### src/design/sorted_unique_key_table_macros.svh
// Assertion macros used by the table's datapath.
`ifndef SORTED_UNIQUE_KEY_TABLE_MACROS_SVH
`define SORTED_UNIQUE_KEY_TABLE_MACROS_SVH

// The condition holds at every clock edge out of reset.
`define SUK_CHECK(lbl, cond, msg) \
  lbl: assert property (@(posedge clk) disable iff (!rst_n) (cond)) else $error(msg);

// The consequent holds at the same edge as the antecedent.
`define SUK_IMPLY(lbl, ante, cons, msg) \
  lbl: assert property (@(posedge clk) disable iff (!rst_n) (ante) |-> (cons)) \
    else $error(msg);

`endif

### src/design/suk_pkg.sv
package suk_pkg;

  localparam int DEPTH = 32;
  localparam int KEY_W = 16;
  localparam int PAY_W = 32;
  localparam int IDX_W = $clog2(DEPTH);
  localparam int CNT_W = $clog2(DEPTH + 1);
  localparam int CMD_W = 2;
  localparam int ST_W  = 2;

  typedef enum logic [CMD_W-1:0] {
    CMD_INSERT,
    CMD_DELETE,
    CMD_LOOKUP,
    CMD_NOP
  } op_t;

  typedef enum logic [ST_W-1:0] {
    ST_OK,
    ST_DUP,
    ST_FULL,
    ST_MISSING
  } status_t;

  typedef struct packed {
    logic [KEY_W-1:0] key;
    logic [PAY_W-1:0] payload;
  } entry_t;

  // Commands from the controller to the datapath.
  typedef struct packed {
    logic load;
    logic scan;
    logic shift_up;
    logic shift_dn;
    logic write_new;
    logic result;
  } ctl_t;

  // Status from the datapath to the controller.
  typedef struct packed {
    logic scan_done;
    logic go_up;
    logic go_dn;
    logic shift_done;
    logic out_free;
  } stat_t;

endpackage

### src/design/suk_ctrl.sv
module suk_ctrl (
  input  logic           clk,
  input  logic           rst_n,
  input  logic           in_valid,
  input  suk_pkg::stat_t stat,
  output suk_pkg::ctl_t  ctl,
  output logic           in_stall
);

  typedef enum logic [2:0] {
    S_IDLE,
    S_SCAN,
    S_SHIFT_UP,
    S_WRITE_NEW,
    S_SHIFT_DN,
    S_RESULT
  } state_t;

  state_t state_r;
  state_t state_nxt;

  always_comb begin
    state_nxt = state_r;
    unique case (state_r)
      S_IDLE: begin
        if (in_valid) begin
          state_nxt = S_SCAN;
        end
      end
      S_SCAN: begin
        if (stat.scan_done) begin
          if (stat.go_up) begin
            state_nxt = S_SHIFT_UP;
          end else if (stat.go_dn) begin
            state_nxt = S_SHIFT_DN;
          end else begin
            state_nxt = S_RESULT;
          end
        end
      end
      S_SHIFT_UP: begin
        if (stat.shift_done) begin
          state_nxt = S_WRITE_NEW;
        end
      end
      S_WRITE_NEW: begin
        state_nxt = S_RESULT;
      end
      S_SHIFT_DN: begin
        if (stat.shift_done) begin
          state_nxt = S_RESULT;
        end
      end
      S_RESULT: begin
        if (stat.out_free) begin
          state_nxt = S_IDLE;
        end
      end
      default: begin
        state_nxt = S_IDLE;
      end
    endcase
  end

  always_ff @(posedge clk) begin
    if (!rst_n) begin
      state_r <= S_IDLE;
    end else begin
      state_r <= state_nxt;
    end
  end

  always_comb begin
    ctl.load      = (state_r == S_IDLE);
    ctl.scan      = (state_r == S_SCAN);
    ctl.shift_up  = (state_r == S_SHIFT_UP);
    ctl.shift_dn  = (state_r == S_SHIFT_DN);
    ctl.write_new = (state_r == S_WRITE_NEW);
    ctl.result    = (state_r == S_RESULT);
  end

  assign in_stall = (state_r != S_IDLE);

endmodule

### src/design/suk_datapath.sv
`include "sorted_unique_key_table_macros.svh"

module suk_datapath (
  input  logic                      clk,
  input  logic                      rst_n,
  input  logic                      in_valid,
  input  logic [suk_pkg::CMD_W-1:0] in_cmd,
  input  logic [suk_pkg::KEY_W-1:0] in_key,
  input  logic [suk_pkg::PAY_W-1:0] in_payload,
  input  suk_pkg::ctl_t             ctl,
  output suk_pkg::stat_t            stat,
  input  logic                      out_stall,
  output logic                      out_valid,
  output logic [suk_pkg::ST_W-1:0]  out_status,
  output logic [suk_pkg::IDX_W-1:0] out_position,
  output logic [suk_pkg::PAY_W-1:0] out_payload_out,
  output logic [suk_pkg::CNT_W-1:0] out_count
);

  suk_pkg::entry_t mem [suk_pkg::DEPTH];
  suk_pkg::entry_t rdata_r;
  suk_pkg::entry_t wr_data;
  logic [suk_pkg::IDX_W-1:0] rd_addr;
  logic [suk_pkg::IDX_W-1:0] wr_addr;
  logic                      wr_en;

  suk_pkg::op_t              op_r;
  logic [suk_pkg::KEY_W-1:0] key_r;
  logic [suk_pkg::PAY_W-1:0] pay_r;

  logic [suk_pkg::CNT_W-1:0] count_r;
  logic [suk_pkg::CNT_W-1:0] sidx_r;
  logic [suk_pkg::CNT_W-1:0] at_r;
  logic [suk_pkg::CNT_W-1:0] mptr_r;
  logic [suk_pkg::CNT_W-1:0] mptr_dec;
  logic [suk_pkg::CNT_W-1:0] mptr_inc;
  logic [suk_pkg::IDX_W-1:0] cidx_r;
  logic [suk_pkg::IDX_W-1:0] mdst_r;
  logic                      cvld_r;
  logic                      mvld_r;
  logic                      out_valid_r;

  logic                      cmp_stop;
  logic                      scan_end;
  logic                      scan_hit;
  logic [suk_pkg::CNT_W-1:0] scan_at;
  logic                      full;
  logic                      issue_scan;
  logic                      up_issue;
  logic                      dn_issue;
  logic                      shift_done;
  logic                      load_out;
  logic                      out_free;
  logic                      go_up;
  logic                      go_dn;

  suk_pkg::status_t          res_status_r;
  suk_pkg::status_t          res_status_nxt;
  logic [suk_pkg::IDX_W-1:0] res_pos_r;
  logic [suk_pkg::IDX_W-1:0] res_pos_nxt;
  logic [suk_pkg::PAY_W-1:0] res_pay_r;
  logic [suk_pkg::PAY_W-1:0] res_pay_nxt;

  logic [suk_pkg::ST_W-1:0]  out_status_r;
  logic [suk_pkg::IDX_W-1:0] out_position_r;
  logic [suk_pkg::PAY_W-1:0] out_payload_r;
  logic [suk_pkg::CNT_W-1:0] out_count_r;

  // The scan reads one entry a cycle and compares it in the next cycle.
  assign cmp_stop   = cvld_r && (rdata_r.key >= key_r);
  assign scan_end   = cmp_stop || (!cvld_r && (sidx_r == count_r));
  assign scan_hit   = cmp_stop && (rdata_r.key == key_r);
  assign scan_at    = cmp_stop ? {1'b0, cidx_r} : count_r;
  assign full       = (count_r == suk_pkg::CNT_W'(suk_pkg::DEPTH));
  assign issue_scan = ctl.scan && !cmp_stop && (sidx_r < count_r);

  assign go_up = scan_end && (op_r == suk_pkg::CMD_INSERT) && !scan_hit && !full;
  assign go_dn = scan_end && (op_r == suk_pkg::CMD_DELETE) && scan_hit;

  assign mptr_dec = mptr_r - 1'b1;
  assign mptr_inc = mptr_r + 1'b1;
  assign up_issue = ctl.shift_up && (mptr_r > at_r);
  assign dn_issue = ctl.shift_dn && (mptr_inc < count_r);
  assign shift_done = !mvld_r && !up_issue && !dn_issue;

  assign out_free = !out_valid_r || !out_stall;
  assign load_out = ctl.result && out_free;

  always_comb begin
    stat.scan_done  = scan_end;
    stat.go_up      = go_up;
    stat.go_dn      = go_dn;
    stat.shift_done = shift_done;
    stat.out_free   = out_free;
  end

  always_comb begin
    priority if (ctl.shift_up) begin
      rd_addr = mptr_dec[suk_pkg::IDX_W-1:0];
    end else if (ctl.shift_dn) begin
      rd_addr = mptr_inc[suk_pkg::IDX_W-1:0];
    end else begin
      rd_addr = sidx_r[suk_pkg::IDX_W-1:0];
    end
  end

  always_comb begin
    wr_en = mvld_r || ctl.write_new;
    if (ctl.write_new) begin
      wr_addr = at_r[suk_pkg::IDX_W-1:0];
      wr_data = '{key: key_r, payload: pay_r};
    end else begin
      wr_addr = mdst_r;
      wr_data = rdata_r;
    end
  end

  always_ff @(posedge clk) begin
    if (wr_en) begin
      mem[wr_addr] <= wr_data;
    end
    rdata_r <= mem[rd_addr];
  end

  always_comb begin
    res_status_nxt = suk_pkg::ST_OK;
    res_pos_nxt    = '0;
    res_pay_nxt    = '0;
    unique case (op_r)
      suk_pkg::CMD_INSERT: begin
        if (scan_hit) begin
          res_status_nxt = suk_pkg::ST_DUP;
        end else if (full) begin
          res_status_nxt = suk_pkg::ST_FULL;
        end else begin
          res_pos_nxt = scan_at[suk_pkg::IDX_W-1:0];
        end
      end
      suk_pkg::CMD_DELETE, suk_pkg::CMD_LOOKUP: begin
        if (!scan_hit) begin
          res_status_nxt = suk_pkg::ST_MISSING;
        end else begin
          res_pos_nxt = scan_at[suk_pkg::IDX_W-1:0];
          res_pay_nxt = rdata_r.payload;
        end
      end
      suk_pkg::CMD_NOP: begin
        res_status_nxt = suk_pkg::ST_OK;
      end
    endcase
  end

  always_ff @(posedge clk) begin
    if (!rst_n) begin
      count_r     <= '0;
      cvld_r      <= 1'b0;
      mvld_r      <= 1'b0;
      out_valid_r <= 1'b0;
    end else begin
      cvld_r <= issue_scan;
      mvld_r <= up_issue || dn_issue;
      if (ctl.write_new) begin
        count_r <= count_r + 1'b1;
      end else if (ctl.shift_dn && shift_done) begin
        count_r <= count_r - 1'b1;
      end
      if (load_out) begin
        out_valid_r <= 1'b1;
      end else if (!out_stall) begin
        out_valid_r <= 1'b0;
      end
    end
  end

  always_ff @(posedge clk) begin
    if (ctl.load && in_valid) begin
      op_r   <= suk_pkg::op_t'(in_cmd);
      key_r  <= in_key;
      pay_r  <= in_payload;
      sidx_r <= '0;
    end
    if (issue_scan) begin
      sidx_r <= sidx_r + 1'b1;
      cidx_r <= sidx_r[suk_pkg::IDX_W-1:0];
    end
    if (ctl.scan && scan_end) begin
      at_r         <= scan_at;
      mptr_r       <= go_up ? count_r : scan_at;
      res_status_r <= res_status_nxt;
      res_pos_r    <= res_pos_nxt;
      res_pay_r    <= res_pay_nxt;
    end
    if (up_issue) begin
      mptr_r <= mptr_dec;
      mdst_r <= mptr_r[suk_pkg::IDX_W-1:0];
    end
    if (dn_issue) begin
      mptr_r <= mptr_inc;
      mdst_r <= mptr_r[suk_pkg::IDX_W-1:0];
    end
    if (load_out) begin
      out_status_r   <= res_status_r;
      out_position_r <= res_pos_r;
      out_payload_r  <= res_pay_r;
      out_count_r    <= count_r;
    end
  end

  assign out_valid       = out_valid_r;
  assign out_status      = out_status_r;
  assign out_position    = out_position_r;
  assign out_payload_out = out_payload_r;
  assign out_count       = out_count_r;

  `SUK_IMPLY(a_no_insert_when_full, ctl.write_new, !full, "New entry written into a full table.")
  `SUK_IMPLY(a_scan_in_range, ctl.scan, sidx_r <= count_r, "Scan ran past the valid entries.")
  `SUK_IMPLY(a_no_write_idle, ctl.scan || ctl.result || ctl.load, !wr_en, "Table written outside a move.")
  `SUK_IMPLY(a_count_step, $past(rst_n), (count_r == $past(count_r)) || (count_r == $past(count_r) + 1'b1) || (count_r == $past(count_r) - 1'b1), "Count moved by more than one.")
  `SUK_CHECK(a_count_bound, count_r <= suk_pkg::CNT_W'(suk_pkg::DEPTH), "Count exceeds the depth.")

endmodule

### src/design/sorted_unique_key_table.sv
// The scan reads one entry per cycle, then an insert or delete moves one entry per cycle;
// together they cover the table once, and the longest case is an insert at the front of
// DEPTH - 1 entries. The table takes one word at a time: the next word is taken only after
// the previous result is loaded into the output, which can wait under out_stall.
// Reset clears the entry count, the controller and the output valid; entries are undefined.
module sorted_unique_key_table (
  input  logic                      clk,
  input  logic                      rst_n,
  input  logic                      in_valid,
  output logic                      in_stall,
  input  logic [suk_pkg::CMD_W-1:0] in_cmd,
  input  logic [suk_pkg::KEY_W-1:0] in_key,
  input  logic [suk_pkg::PAY_W-1:0] in_payload,
  output logic                      out_valid,
  input  logic                      out_stall,
  output logic [suk_pkg::ST_W-1:0]  out_status,
  output logic [suk_pkg::IDX_W-1:0] out_position,
  output logic [suk_pkg::PAY_W-1:0] out_payload_out,
  output logic [suk_pkg::CNT_W-1:0] out_count
);

  suk_pkg::ctl_t  ctl;
  suk_pkg::stat_t stat;

  suk_ctrl u_ctrl (
    .clk      (clk),
    .rst_n    (rst_n),
    .in_valid (in_valid),
    .stat     (stat),
    .ctl      (ctl),
    .in_stall (in_stall)
  );

  suk_datapath u_datapath (
    .clk             (clk),
    .rst_n           (rst_n),
    .in_valid        (in_valid),
    .in_cmd          (in_cmd),
    .in_key          (in_key),
    .in_payload      (in_payload),
    .ctl             (ctl),
    .stat            (stat),
    .out_stall       (out_stall),
    .out_valid       (out_valid),
    .out_status      (out_status),
    .out_position    (out_position),
    .out_payload_out (out_payload_out),
    .out_count       (out_count)
  );

endmodule
### config.mk
export PLATFORM = sky130hd
export DESIGN_NAME = sorted_unique_key_table
export DESIGN_NICKNAME = d
export VERILOG_FILES = /design/src/design/suk_pkg.sv /design/src/design/suk_ctrl.sv /design/src/design/suk_datapath.sv /design/src/design/sorted_unique_key_table.sv
export VERILOG_INCLUDE_DIRS = /design/src /design/src/design
export SDC_FILE = /design/constraint.sdc
export NUM_CORES = 2
export LEC_CHECK = 0
export BUFFER_PORTS_ARGS = -buffer_cell sky130_fd_sc_hd__buf_2
export CORE_UTILIZATION = 38
export DETAILED_ROUTE_END_ITERATION = 16
export GPL_TIMING_DRIVEN = 1
export PLACE_DENSITY_LB_ADDON = 0.3
export SETUP_SLACK_MARGIN = 0.2
export SLEW_MARGIN = 5
export SYNTH_ARGS = -nofsm -noshare
export SYNTH_HDL_FRONTEND = slang
export SYNTH_SLANG_ARGS = --single-unit
export TNS_END_PERCENT = 1
### constraint.sdc
create_clock -name clk -period 4.4 [get_ports clk]
set_input_delay 0.22 -clock clk [delete_from_list [all_inputs] [get_ports clk]]
set_output_delay 0.22 -clock clk [all_outputs]
set_load 0.02 [all_outputs]
==> metrics.txt <==
post-route ant nets=0; Fin. Hold Viols=0; Max IR drop VDD=0.000895 V; Post-CTS Setup Bufs=0; crit path DAT=4.63 ns; WL per Instance=27.1 microns; worst reg-to-reg setup slack=0.40 ns; initial core utilization=0.384; Via density=5.75; RSZ-0062 raised after global routing=false; Global Route Usage Sum=0.216; CP top delay family=compound AO/OA/AOI/OAI gates; Total Wirelength=204 mm; power per cell area=719 mW/mm^2; Congestion Overflow GR=0; min cycle time layout=4.00 ns; count leader, synth=edfxtp_1; port buffer count=100; Max Cap Violations=0; CTS root buf=clkbuf_16; CTS buffer count=171; worst path required time=5.03 ns; I/O pins=101; Synth area leader=edfxtp_1; CP bufs+invs=2; TNS Setup=0 ns; Clock Pin Slew Worst Setup and Hold Paths=0.06 ns; CP Max Fanout=16; die width=431 microns; CTS tree=yes; worst slew pin tran=1.32 ns; crit end category=flop; Syn Inst Count=4740; Yosys cell types=76; FP Rows=156; drt first-iter violations=5528; placeable core area=0.182 sq mm; Layout Nets=5019; CTS H-tree depth=4; slew margin rel.=0.121; Synth area leaders=edfxtp_1 73%, nand2_1 4.9%, a211oi_1 3.7%; Max Fclk=0.250 GHz; Die Area=0.186 sq mm; dpl hpwl=110 mm; P&R area growth vs syn=15.3%; largest net degree at the start of global routing=163; via count=43.2k; Hold Buf Count CTS=54; Post-synth EDFFs=1698; worst clock skew=0.0351 ns; asr flop ratio synth=0; drt pass-1 iters=7; share of the synthesized area in the top cell type=0.730; #FFs+latches synth=1758; Post-Syn Nets=4838; synth warn=0; Clock Path Buffers=3; Crit-path slowest cell=nor3b_1; Clk Latency, worst-skew pair=0.81 ns; post-route cell area=0.0805 sq mm; Crit path largest cell delay=0.51 ns; hold_ws=0.124 ns; main flop type after synthesis=edfxtp_1; # DRC=0; Pleak=0.0270 uW; status=finished, final reports clean; # setup viols final=0; nature of the critical path startpoint=flop; Setup Crit Path Kind=reg -> reg; synth cell count leaders=1698 x edfxtp_1, 915 x nand2_1, 348 x a211oi_1; final number of max-transition violations=0; cells along the critical path=inv_1 > ha_1 > nor3b_1 > a221o_1 > a22o_4 > nand2_2 > buf_12 > a311oi_1 > a211oi_1 > o221ai_1; overall power=57900 uW; antenna violations before repair=8; Placed Area=0.0745 sq mm; Die H=431 microns; crit share post-route=0.910; first-pass GRT wire length=294 mm; ratio of cells with drive above 1 in the final layout=0.134; Routability Congestion=0.824; clk sinks=1758; average instance area after synthesis=14.7 sq um; mapped cell area=0.0698 sq mm; vias in the first global route=41.7k; sequential cell area fraction in the yosys report=0.747; post_cts resized=0; Hold Crit Class=in -> reg
-- state kept, by name, indices dropped and copies added (netlist names), 6 cells and up --
signal,cells
u_datapath.mem,1536
u_datapath.rdata_r,48
u_datapath.out_payload_out,32
u_datapath.pay_r,32
u_datapath.res_pay_r,32
u_datapath.key_r,16
u_datapath.at_r,6
u_datapath.count_r,6
u_datapath.mptr_r,6
u_datapath.out_count,6
u_datapath.sidx_r,6
-- report_power, final --
group	leakage (uW)	switching, uW	internal [uW]	total [uW]
sequential	0.0158	640	21400	22000
combinational	0.00850	15000	6550	21500
clock	0.00267	6220	8090	14300
total	0.0270	21800	36000	57900
-- cells by family after synthesis --
group / after synthesis / share of synthesized area
flops: 1758 / 0.747
simple gates: 1544 / 0.101
xor+xnor: 16 / 0.00254
mux: 64 / 0.0171
buf+inv: 396 / 0.0249
fa+ha+maj: 44 / 0.00799
compound gates: 918 / 0.0989
-- cell usage in the layout (no fill, tap or decap), types with 46 or more instances in the layout --
cell / synthesis / layout
edfxtp_1: 1698 / 1698
nand2_1: 915 / 913
a211oi_1: 348 / 348
and3_1: 325 / 325
a311oi_1: 236 / 236
clkbuf_16: 0 / 176
buf_4: 7 / 143
nand3_1: 106 / 106
a31oi_1: 106 / 103
buf_2: 95 / 100
dfxtp_1: 60 / 60
buf_12: 0 / 58
dlygate4sd3_1: 0 / 54
o21ai_0: 69 / 53
clkbuf_1: 216 / 52
inv_1: 46 / 46
and2_1: 47 / 46
o221ai_1: 46 / 46
-- metrics by stage --
step                      setup WS (ns)   util  std cells
final                             0.397  0.443       7515
after CTS                         0.403  0.443       7514
after global placement            0.442  0.410       7143
after detailed placement          0.461  0.410       7143
after global routing              0.246  0.443       7514
after floorplan                 -0.0181      -       4740
-- routing by layer --
| metal | track usage | wire length (microns) | vias up |
|---|---|---|---|
| met1 | 0.294 | 83500 | 21900 |
| li1 | - | - | 18800 |
| met3 | 0.0410 | 17700 | 358 |
| met4 | 0.0766 | 7010 | 6 |
| met5 | 0 | 46 | - |
| met2 | 0.346 | 95600 | 2080 |
-- worst register-to-register path, stage by stage, from the launching register on --
cell      delay [ns]
edfxtp_1        0.38
inv_1           0.19
ha_1            0.27
nor3b_1         0.51
a221o_1         0.34
a22o_4          0.46
nand2_2         0.51
buf_12          0.34
a311oi_1        0.25
a211oi_1        0.10
o221ai_1        0.48
-- path summary, 6_finish.rpt --
kind,depth (start not counted),startpoint,to
setup / recovery,10,u_datapath.mptr_r[0],u_datapath.rdata_r[8]
hold / removal,2,in_key[3],u_datapath.key_r[3]
hold reg to reg,0,u_datapath.res_pos_r[1],u_datapath.out_position[1]
setup reg to reg,10,u_datapath.mptr_r[0],u_datapath.rdata_r[8]
-- final cells by class --
type	instances	area, sq um
fillers	15900	101000
well taps	2449	3060
multi-input cells	2586	16400
clock buffers	247	4860
inverters	49	186
repair buffers	355	3280
flip-flops and latches	1758	52200
diodes	1	2.50
clock inverters	70	579
Note: power is estimated with default switching activity, not from simulation.
